**src/design/nbge_pkg.sv**
```systemverilog
// package for the gridding engine: request codes, widths, controller types
// used by the controller, datapath and top level; no dependencies
package nbge_pkg;

  localparam int unsigned GridSideDef    = 16;
  localparam int unsigned ChannelsDef    = 4;
  localparam int unsigned BasisCoeffsDef = 4;
  localparam int unsigned BasisRowsDef   = 256;

  localparam int unsigned CellW = 32;

  typedef enum logic [2:0] {
    REQ_LOAD    = 3'd0,
    REQ_SCATTER = 3'd1,
    REQ_GATHER  = 3'd2,
    REQ_READ    = 3'd3,
    REQ_CLEAR   = 3'd4
  } req_e;

  typedef enum logic [0:0] {
    CFG_ROWS   = 1'b0,
    CFG_COEFFS = 1'b1
  } cfg_e;

  typedef enum logic [3:0] {
    ST_WIPE,
    ST_IDLE,
    ST_MOD,
    ST_RD,
    ST_MUL,
    ST_ACC,
    ST_WR,
    ST_RND,
    ST_OUT
  } state_e;

  // controller to datapath
  typedef struct packed {
    logic capture;   // latch the accepted item
    logic mod_step;  // one restoring step of spoke mod rows
    logic issue_rd;  // issue basis and cell reads for the selected coefficient
    logic mul;       // register the products
    logic acc;       // accumulate or compute new cell value
    logic wr;        // write back the cell
    logic next_b;    // advance coefficient index
    logic wipe;      // clearing pass write
    logic rnd;       // gather rounding
    logic load_out;  // move result into output register
  } cmd_t;

  // datapath to controller
  typedef struct packed {
    logic mod_done;
    logic last_b;
    logic wipe_done;
    logic in_range;
  } sts_t;

endpackage

```
**src/design/nbge_ctrl.sv**
```systemverilog
// controller state machine of the gridding engine
// depends on nbge_pkg
module nbge_ctrl import nbge_pkg::*; (
  input  logic clk_i,
  input  logic rst_ni,
  input  logic in_fire_i,
  input  logic [2:0] req_i,
  input  logic out_free_i,
  input  sts_t sts_i,
  output logic busy_o,
  output cmd_t cmd_o
);
  state_e state_q, state_d;
  req_e   req_q, req_d;

  always_ff @(posedge clk_i or negedge rst_ni) begin
    if (!rst_ni) begin
      state_q <= ST_WIPE;
      req_q   <= REQ_LOAD;
    end else begin
      state_q <= state_d;
      req_q   <= req_d;
    end
  end

  // next state and commands
  always_comb begin
    state_d = state_q;
    req_d   = req_q;
    cmd_o   = '0;
    busy_o  = 1'b1;
    unique case (state_q)
      ST_WIPE: begin
        cmd_o.wipe = 1'b1;
        if (sts_i.wipe_done) state_d = ST_IDLE;
      end
      ST_IDLE: begin
        busy_o = 1'b0;
        if (in_fire_i) begin
          cmd_o.capture = 1'b1;
          req_d   = req_e'(req_i);
          state_d = ST_MOD;
        end
      end
      ST_MOD: begin
        cmd_o.mod_step = 1'b1;
        if (sts_i.mod_done) begin
          unique case (req_q)
            REQ_LOAD: begin
              cmd_o.wr = 1'b1;
              state_d  = ST_IDLE;
            end
            REQ_SCATTER, REQ_CLEAR: state_d = sts_i.in_range ? ST_RD : ST_IDLE;
            REQ_GATHER, REQ_READ:   state_d = sts_i.in_range ? ST_RD : ST_OUT;
            default: state_d = ST_IDLE;
          endcase
        end
      end
      ST_RD: begin
        cmd_o.issue_rd = 1'b1;
        state_d = ST_MUL;
      end
      ST_MUL: begin
        cmd_o.mul = 1'b1;
        state_d = ST_ACC;
      end
      ST_ACC: begin
        cmd_o.acc = 1'b1;
        unique case (req_q)
          REQ_SCATTER, REQ_CLEAR: state_d = ST_WR;
          REQ_READ: state_d = ST_OUT;
          default: begin
            cmd_o.next_b = 1'b1;
            state_d = sts_i.last_b ? ST_RND : ST_RD;
          end
        endcase
      end
      ST_WR: begin
        cmd_o.wr = 1'b1;
        cmd_o.next_b = 1'b1;
        state_d = (sts_i.last_b || req_q == REQ_CLEAR) ? ST_IDLE : ST_RD;
      end
      ST_RND: begin
        cmd_o.rnd = 1'b1;
        state_d = ST_OUT;
      end
      ST_OUT: begin
        if (out_free_i) begin
          cmd_o.load_out = 1'b1;
          state_d = ST_IDLE;
        end
      end
      default: state_d = ST_IDLE;
    endcase
  end
endmodule

```
**config.mk**
```make
export PLATFORM = sky130hd
export DESIGN_NAME = nbge_ctrl
export DESIGN_NICKNAME = d
export VERILOG_FILES = /design/src/design/nbge_pkg.sv /design/src/design/nbge_ctrl.sv
export SDC_FILE = /design/constraint.sdc
export NUM_CORES = 1
export LEC_CHECK = 0
export CORE_AREA = 5 5 42 44
export DETAILED_ROUTE_END_ITERATION = 6
export DIE_AREA = 0 0 47 49
export DONT_BUFFER_PORTS = 1
export PLACE_DENSITY_LB_ADDON = 0.2
export SLEW_MARGIN = 5
export SYNTH_ARGS = -nofsm -noshare
export SYNTH_HDL_FRONTEND = slang
export SYNTH_SLANG_ARGS = --single-unit
```
**constraint.sdc**
```tcl
create_clock -name clk_i -period 1.45 [get_ports clk_i]
set_input_delay 0.145 -clock clk_i [delete_from_list [all_inputs] [get_ports clk_i]]
set_output_delay 0.145 -clock clk_i [all_outputs]
set_load 0.05 [all_outputs]
```
### Yosys cells after proc, flatten, opt, wreduce, memory -nomap -nowiden

Index checks and enable logic that the tools add are counted.
W data, S select, Z words.

| word-level totals | value |
|---|---|
| bits in registers | 7 |
| output and inout bits | 11 |

| operators by class | value |
|---|---|
| equality and inequality tests | 16 |
| reductions and logical operators | 8 |
| muxes and demuxes | 27 |

Operator list:

| cell | number |
|---|---|
| $pmux W4 S9 | 1 |
| $mux W4 | 5 |
| $eq A4 B3 Y1 const B | 4 |
| $pmux W4 S2 | 2 |
| $mux W1 | 14 |
| $eq A4 B2 Y1 const B | 2 |
| $ne A2 B2 Y1 const B | 4 |
| $eq A3 B2 Y1 const B | 2 |
| $eq A4 B1 Y1 const B | 1 |
| $eq A4 B4 Y1 const B | 1 |
| $logic_not A4 Y1 | 1 |
| $mux W2 | 2 |
| $pmux W1 S2 | 2 |
| $reduce_and A4 Y1 | 1 |
| $reduce_or A2 Y1 | 2 |
| $eq A3 B1 Y1 const B | 1 |
| $eq A3 B3 Y1 const B | 1 |
| $logic_not A3 Y1 | 1 |
| $mux W3 | 1 |
| $reduce_or A3 Y1 | 1 |
| $reduce_and A2 Y1 | 1 |
| $logic_or A1 B1 Y1 | 1 |

### Depth between registers and ports, before layout

Gate-level depths: netlist of the first run.

| depth | value |
|---|---|
| word-level depth | 5 |
| depth in mapped cells | 5 |
| depth with buffers taken out | 4 |

### Worst setup path before layout of the first run

OpenSTA, ideal clock, no wires.

| timing path | value |
|---|---|
| kind | reg2out |
| start | reg state_q[0] |
| end | out cmd_o[2] (netlist bit) |
| stages on the path, launching flop included | 3 |
| setup slack | -0.809 ns |
| buffers on the path | 1 |
| arrival time | 2.114 ns |
| required time | 1.305 ns |
| cell sequence | dfrtp_1 buf_4 nor4_1 |

RTL lines:

| what | RTL line | text |
|---|---|---|
| start: declaration | nbge_ctrl.sv:13 | `state_e state_q, state_d;` |
| start signal: assignment | nbge_ctrl.sv:21 | `state_q <= state_d;` |
| end: declaration | nbge_ctrl.sv:11 | `output cmd_t cmd_o` |

### Final worst setup path of the first run

| timing path | value |
|---|---|
| start | reg state_q[1] |
| end | reg state_q[3] |

| between the ends | value |
|---|---|
| word-level cells in the longest chain between the ends | 3 |

Ends and longest elaborated chain:

| what | RTL line | text |
|---|---|---|
| $eq A4 B2 Y1, or another cell as far along | nbge_ctrl.sv:32 | `unique case (state_q)` |
| $ne A2 B2 Y1 (no line) | - |  |
| $reduce_and A4 Y1 (no line) | - |  |

Parallel ways exist; a longest one is shown, timed or not.
A chain may end at the register's enable or synchronous reset.

==> key figures, run 1 <==
Worst setup path
  – R2R Setup Slk: -0.29 ns
  – FF-to-FF path depth: 5
  – Worst R2R Start: state_q[1]$_DFFE_PN0P_
  – Critical path arrival: 1.92 ns
  – CP endpoint kind: flop
  – Required time of the worst setup path: 1.62 ns
  – CP Launch Type: flop
  – Largest fanout on the critical path: 4
  – RR Endpoint: state_q[3]$_DFFE_PN0P_
  – Crit Path Category: flop to flop

Timing
  – Setup_tns: -1.91 ns
  – Hold Vio Cnt, Final: 0
  – Worst clock skew: 0.00901 ns
  – Relative slew slack: about two thirds
  – Max-slew violation count: 0
  – Final setup violation count: 15
  – Worst-margin pin slew: 0.479 ns
  – RSZ-0062 raised after global routing: yes
  – Fmax: 574 MHz
  – Worst setup margin: -0.294 ns
  – Period minus WS final: 1.74 ns
  – Fin crit share: 120%

Floorplan
  – Die area: 2300 um^2
  – Area of the core: 1400 um^2
  – Die X-Extent: approximately 47 um
  – Initial Util: 42.2%
  – Die Ht: 49 um
  – # rows: 14
  – # IOs: 22

Global route
  – Overall Global Routing Usage: 23.6%
  – Largest net degree at the start of global routing: 9
  – First-pass GRT wire length: 3970 um
  – Antenna violations before repair: 0
  – Vias in the first global route: 799
  – Grt total ovfl: 0

Drt
  – Routed WL per cell: ~27 um
  – Final ANT Viol Nets: 0
  – DRT Pass-1 Iters: 4
  – DR vias/cell: about 6.5
  – Starting DRC count in detailed routing: 67
  – WL final: 3600 um
  – DR vias: 858
  – # DRC: 0

Logic synthesis
  – Register bit total from synthesis: 7
  – EDFF count, synth: 0
  – Register area share after synthesis: around 30%
  – Syn Inst Count: 72
  – Dominant cell type by area after synthesis: dfrtp_1
  – Synthesized net count: 83
  – Count of different cell masters after synthesis: 31
  – Area share of the largest cell type after synthesis: ~30%
  – Synth top area cells: dfrtp_1, nor2_1, mux2_2
  – Post-synth ARST share: 100%
  – Main synth FF type: dfrtp_1
  – Count leader, synth: nor2_1
  – Syn_area_per_cell: 8.22 um^2
  – Synth top cells by count: nor2_1, dfrtp_1, inv_1, nor3_1
  – Synthesized area: 592 um^2
  – Synth warn: 0

Status
  – Failing checks: negative setup slack
  – Outcome: finished with violations

Min path
  – Worst Hold Path EP: req_q[1]$_DFFE_PN0P_
  – Worst hold path class: input pin to flop
  – Worst hold stages: 1
  – Hold_sp: req_i[1]

CTS
  – CTS Sinks: 7
  – Maximum root-to-sink buffer count: 2
  – CTS tree: done
  – TritonCTS Buffers: 3
  – CTS Root Cell: clkbuf_4
  – Clock transition at the registers of the reported paths: 0.07 ns
  – Htree depth: 1
  – Clk_lat worst skew: 0.26 ns

Layout
  – Cell area after layout: between 1000 and 1500 um^2
  – Nets: 129
  – Area delta synth->final: 125%
  – Seq. cell area: ~180 um^2
  – Filler cells: 32
  – Fin util: between 90% and 100%
  – ANT cells: 0
  – Area of the multi-input gates: 568 um^2
  – Fraction of layout cells with a size suffix above 1: 76.9%

Power
  – Pwr Density: 2670 nW/um^2
  – Worst VDD drop: 1.72 mV
  – Leak Pwr: 0.573 nW

Run
  – Max-Cap Viols: 0

Placement
  – Dpl hpwl: 1360 um
  – Port buffer count: 0
  – DP Area: 868 um^2
  – GP Congestion: just over 0.8
  – Dpl ws: 0.0240 ns
[worst max-delay path, stage by stage, from the launching register on]
cell and delay (ns):
dfrtp_1 0.47, buf_6 0.14, a21oi_2 0.04, o31a_1 0.33
or4b_1 0.58, o221ai_2 0.09
[power by group]
part	internal [W]	switching, W	leakage, nW
Combinational	0.00140	0.00145	0.476
Sequential	0.000294	0.000201	0.0820
Clock	0.000106	0.0000907	0.0150
[per-stage QoR]
step / hold WS [ns] / power [W] / std cells
2_1_floorplan: -0.151 / 0.00146 / 72
3_3_place_gp: -0.150 / 0.00202 / 105
3_5_place_dp: -0.150 / 0.00206 / 105
4_1_cts: 0.0175 / 0.00283 / 125
5_1_grt: 0.0356 / 0.00365 / 133
6_report: 0.0258 / 0.00354 / 133
[metal layers]
metal / track usage [%] / part of all wire, %
met5: 0 / 0
met4: 7.83 / 7.5
met3: 3.69 / 6.5
met2: 41.6 / 51
met1: 27.3 / 35
[flip-flops by register name, indices dropped and copies added, names as in the netlist]
register and flops:
req_q 3, state_q 4
[what timing repair did]
action | CTS | global route
hold buffers | 1 | 1
endpoints found under the hold margin | 7 | 1
pin swaps | 7 | 11
setup buffers | 15 | 8
setup endpoints to repair | 11 | 14
resized for setup | 36 | 28
[layout make-up]
type,instances,share of cell area (%)
multi-input combinational,53,42.7
timing repair buffer,46,38.1
inverter,7,2.16
tap,16,1.51
clock buffer,4,1.98
sequential,7,13.5
[layout by cell type (no fill, tap or decap), types with 2 or more instances in the layout]
cell	instances
buf_4	22
buf_6	13
buf_12	8
nor2_4	5
nor2_1	5
inv_2	4
dfrtp_2	4
nand2b_4	3
nor3_4	3
mux2_2	3
clkbuf_4	3
dfrtp_1	3
nor2b_4	2
nand2_4	2
inv_1	2
dlygate4sd3_1	2
[how the worst max path moves through the flow]
stage | depth (start not counted) | end | from
2_1_floorplan | 2 | cmd_o[2] | state_q[0]$_DFFE_PN0P_
3_3_place_gp | 4 | state_q[3]$_DFFE_PN0P_ | state_q[2]$_DFFE_PN0P_
3_5_place_dp | 4 | state_q[3]$_DFFE_PN0P_ | state_q[1]$_DFFE_PN0P_
4_1_cts | 5 | state_q[3]$_DFFE_PN0P_ | state_q[1]$_DFFE_PN0P_
5_1_grt | 5 | state_q[3]$_DFFE_PN0P_ | state_q[1]$_DFFE_PN0P_
6_report | 5 | state_q[3]$_DFFE_PN0P_ | state_q[1]$_DFFE_PN0P_
[kinds of logic (layout without fill, tap and decap cells)]
kind of cell,Yosys count,after routing,share of synthesized area [%]
simple gates,33,33,30.7
mux,3,3,5.71
flops,7,7,29.6
xor+xnor,2,2,2.96
buf+inv,12,57,12.5
compound gates,15,15,18.6
(Power assumes the default switching activity.)
==> run 2, diff against run 1 <==
--- a/config.mk
+++ b/config.mk
@@ -5,6 +5,7 @@
 export SDC_FILE = /design/constraint.sdc
 export NUM_CORES = 1
 export LEC_CHECK = 0
+export ABC_AREA = 1
 export CORE_AREA = 5 5 42 44
 export DETAILED_ROUTE_END_ITERATION = 6
 export DIE_AREA = 0 0 47 49
==> run 2 against run 1 <==
  * The flow still finishes with violations (negative setup slack)
  * Cell count shrank 1.5%
  * Clock-buffer cell count did not move
  * Non-clock buffer count down 26
  * Sequential cell count is the same
  * Via count fell by 22%
  * Clock skew shrank 0.0086 ns
  * Fmax is 19% higher
  * Worst setup slack improved by 0.27 ns
  * Synthesized area is 1.7% lower
==> key figures, run 2 <==
Worst setup path
  – Most frequent CP cell: nand2_2
  – CP Launch Type: flop
  – CP max stage cell: dfrtp_1
  – Crit path cell chain: inv_2, nor2_4, nand2_2, nor2_1, nand2_1, nand2_2, buf_12
  – Critical path arrival: approximately 1.3 ns
  – Required time of the worst setup path: between 1 and 1.5 ns
  – CP endpoint kind: output port
  – Largest fanout on the critical path: 4
  – Max incr delay on CP: 0.39 ns
  – Crit Path Category: flop to output port

Power
  – Worst VDD drop: around 1.7 mV
  – Psw: 0.00124 W
  – Switching share of power: 55.2%
  – Flop pwr share: 18.2%
  – Leak Pwr: 0.462 nW
  – Internal power: 0.00101 W
  – Clock share of power: 7.6%
  – Pwr Density: 2400 nW/um^2
  – Comb pwr share: 74.2%

Drt
  – DRT Pass-1 Iters: 4
  – DR vias/cell: 5.09
  – WL final: 1560 um
  – # DRC: 0
  – Routed WL per cell: 11.9 um
  – Starting DRC count in detailed routing: 19
  – Final ANT Viol Nets: 0
  – DR vias: 667

Floorplan
  – Initial Util: 41.5%
  – Die area: between 2000 and 2500 um^2
  – Die Ht: 49 um
  – Area of the core: 1400 um^2
  – # rows: 14
  – Die X-Extent: 47 um
  – # IOs: 22

Logic synthesis
  – Post-synth ARST share: 100%
  – Dominant cell type by area after synthesis: dfrtp_1
  – Post-synthesis mux area share: 0%
  – Synth top cells by count: nand2_1, inv_1, nor2_1
  – Simple-gate share of the synthesized area: 51.0%
  – Synth top area cells: dfrtp_1, nand2_1, nor2_4
  – Syn Inst Count: 91
  – XOR/XNOR share of the synthesized area: 0%
  – Count of different cell masters after synthesis: 17
  – Largest family of logic cells by synthesized area: simple AND/OR/NAND/NOR gates
  – EDFF count, synth: 0
  – Count leader, synth: nand2_1
  – Area share of the largest cell type after synthesis: 30.1%
  – Synth Area in Compound Gates: a little over a tenth
  – Synthesized net count: 102
  – Register area share after synthesis: roughly 30%
  – Main synth FF type: dfrtp_1
  – Synthesized area: 582 um^2
  – Adder and majority cell fraction of the synthesized area: 0%
  – Register bit total from synthesis: 7
  – Syn_area_per_cell: 6.39 um^2
  – Synth warn: 0

Global route
  – Grt total ovfl: 0
  – Vias in the first global route: 662
  – Antenna violations before repair: 0
  – First-pass GRT wire length: ~2700 um
  – Overall Global Routing Usage: around 16%
  – Largest net degree at the start of global routing: 8

Timing
  – Worst clock skew: around 0.00045 ns
  – Fmax: 680 MHz
  – Fin crit share: 101%
  – Worst-margin pin slew: slightly above 0.3 ns
  – Hold Vio Cnt, Final: 0
  – Relative slew slack: 79.7%
  – Min Hold Slack: 0.0157 ns
  – RSZ-0062 raised after global routing: yes
  – Worst setup margin: -0.0199 ns
  – Final setup violation count: 1
  – Period minus WS final: 1.47 ns
  – Max-slew violation count: 0

Layout
  – Filler cells: 127
  – Most frequent cells in the layout: nand2_1, buf_4, inv_1, nor2_1, buf_6
  – Area delta synth->final: 60.9%
  – ANT cells: 0
  – Cell area after layout: 936 um^2
  – Fraction of layout cells with a size suffix above 1: between 40 and 50%
  – Nets: approximately 130
  – Fin util: 66.8%
  – Commonest non-fill, non-tap cell in the layout: nand2_1
  – Post-route insts no fill: around 130
  – Most flops, register: state_q
  – Largest regs: state_q: 4 flops, req_q: 3 flops
  – Max reg flops: 4

CTS
  – Clk_lat worst skew: around 0.24 ns
  – CTS tree: done
  – Maximum root-to-sink buffer count: 2
  – CTS Sinks: 7
  – CTS Root Cell: clkbuf_4
  – Clock transition at the registers of the reported paths: 0.05 ns
  – Htree depth: 1
  – TritonCTS Buffers: 3

Placement
  – Dpl hpwl: 1250 um
  – GP Congestion: 0.851
  – Port buffer count: 0
  – DP Area: 778 um^2
  – Inst Count DP: between 100 and 150

Status
  – Outcome: finished with violations
  – Failing checks: negative setup slack

Min path
  – Worst hold path class: input pin to flop

Run
  – Max-Cap Viols: 0
[run 2: per-stage QoR]
stage	TNS [ns]	worst slack, ns	power, W
2_1_floorplan	-0.368	-0.127	0.00140
3_3_place_gp	0	0.169	0.00178
3_5_place_dp	0	0.149	0.00180
4_1_cts	-0.0447	-0.0299	0.00217
5_1_grt	-0.280	-0.102	0.00241
6_report	-0.0199	-0.0199	0.00224
[run 2: cell families (layout without fill, tap and decap cells)]
group,Yosys count,in the layout
buf+inv,13,37
simple gates,60,60
compound gates,11,11
flops,7,7
[run 2: final timing paths]
path / start / end / slack [ns] / depth (start not counted)
min: req_i[1] / req_q[1]$_DFFE_PN0P_ / 0.02 / 2
min in group asynchronous: rst_ni / req_q[0]$_DFFE_PN0P_ / 0.22 / 1
max: state_q[2]$_DFFE_PN0P_ / cmd_o[3] / -0.02 / 7
min reg2reg: req_q[0]$_DFFE_PN0P_ / req_q[0]$_DFFE_PN0P_ / 0.66 / 2
max in group asynchronous: rst_ni / state_q[3]$_DFFE_PN0P_ / 0.98 / 1
max reg2reg: state_q[0]$_DFFE_PN0P_ / state_q[3]$_DFFE_PN0P_ / 0.12 / 8
[run 2: cell type report]
cell class	instances	area (um^2)	share of cell area, %
clock buffers	4	26.3	2.81
multi-input cells	71	445	47.6
flip-flops and latches	7	179	19.1
well taps	16	20.0	2.14
inverters	13	48.8	5.21
repair buffers	20	216	23.1
[run 2: critical path: cells and delay by family (launching register included)]
family	cells	cell delay (ns)
and+or+nand+nor	5	0.46
DFF	1	0.39
buffers and inverters	2	0.23
[run 2: per-layer routing]
| layer | part of all wire (%) | GRT usage (%) | wire [um] |
|---|---|---|---|
| met4 | 0.26 | 2.76 | 4 |
| met2 | 52 | 26.9 | 809 |
| met5 | 0 | 0 | 0 |
| met3 | 6.1 | 4.43 | 95 |
| met1 | 42 | 19.1 | 651 |
[run 2: repair_timing]
action,CTS,global route
gates resized for setup,16,9
hold endpoints to repair,7,0
endpoints found under the setup margin,9,8
pin swaps,6,3
gates cloned,0,0
hold buffers,1,0
setup buffers,6,0
[run 2: power by group through the flow]
stage	sequential, W	combinational (W)	clock (W)
floorplan	0.000381	0.00102	0
global placement	0.000396	0.00138	0
detailed placement	0.000402	0.00140	0
CTS	0.000400	0.00159	0.000178
global route	0.000412	0.00181	0.000195
finish	0.000408	0.00167	0.000171
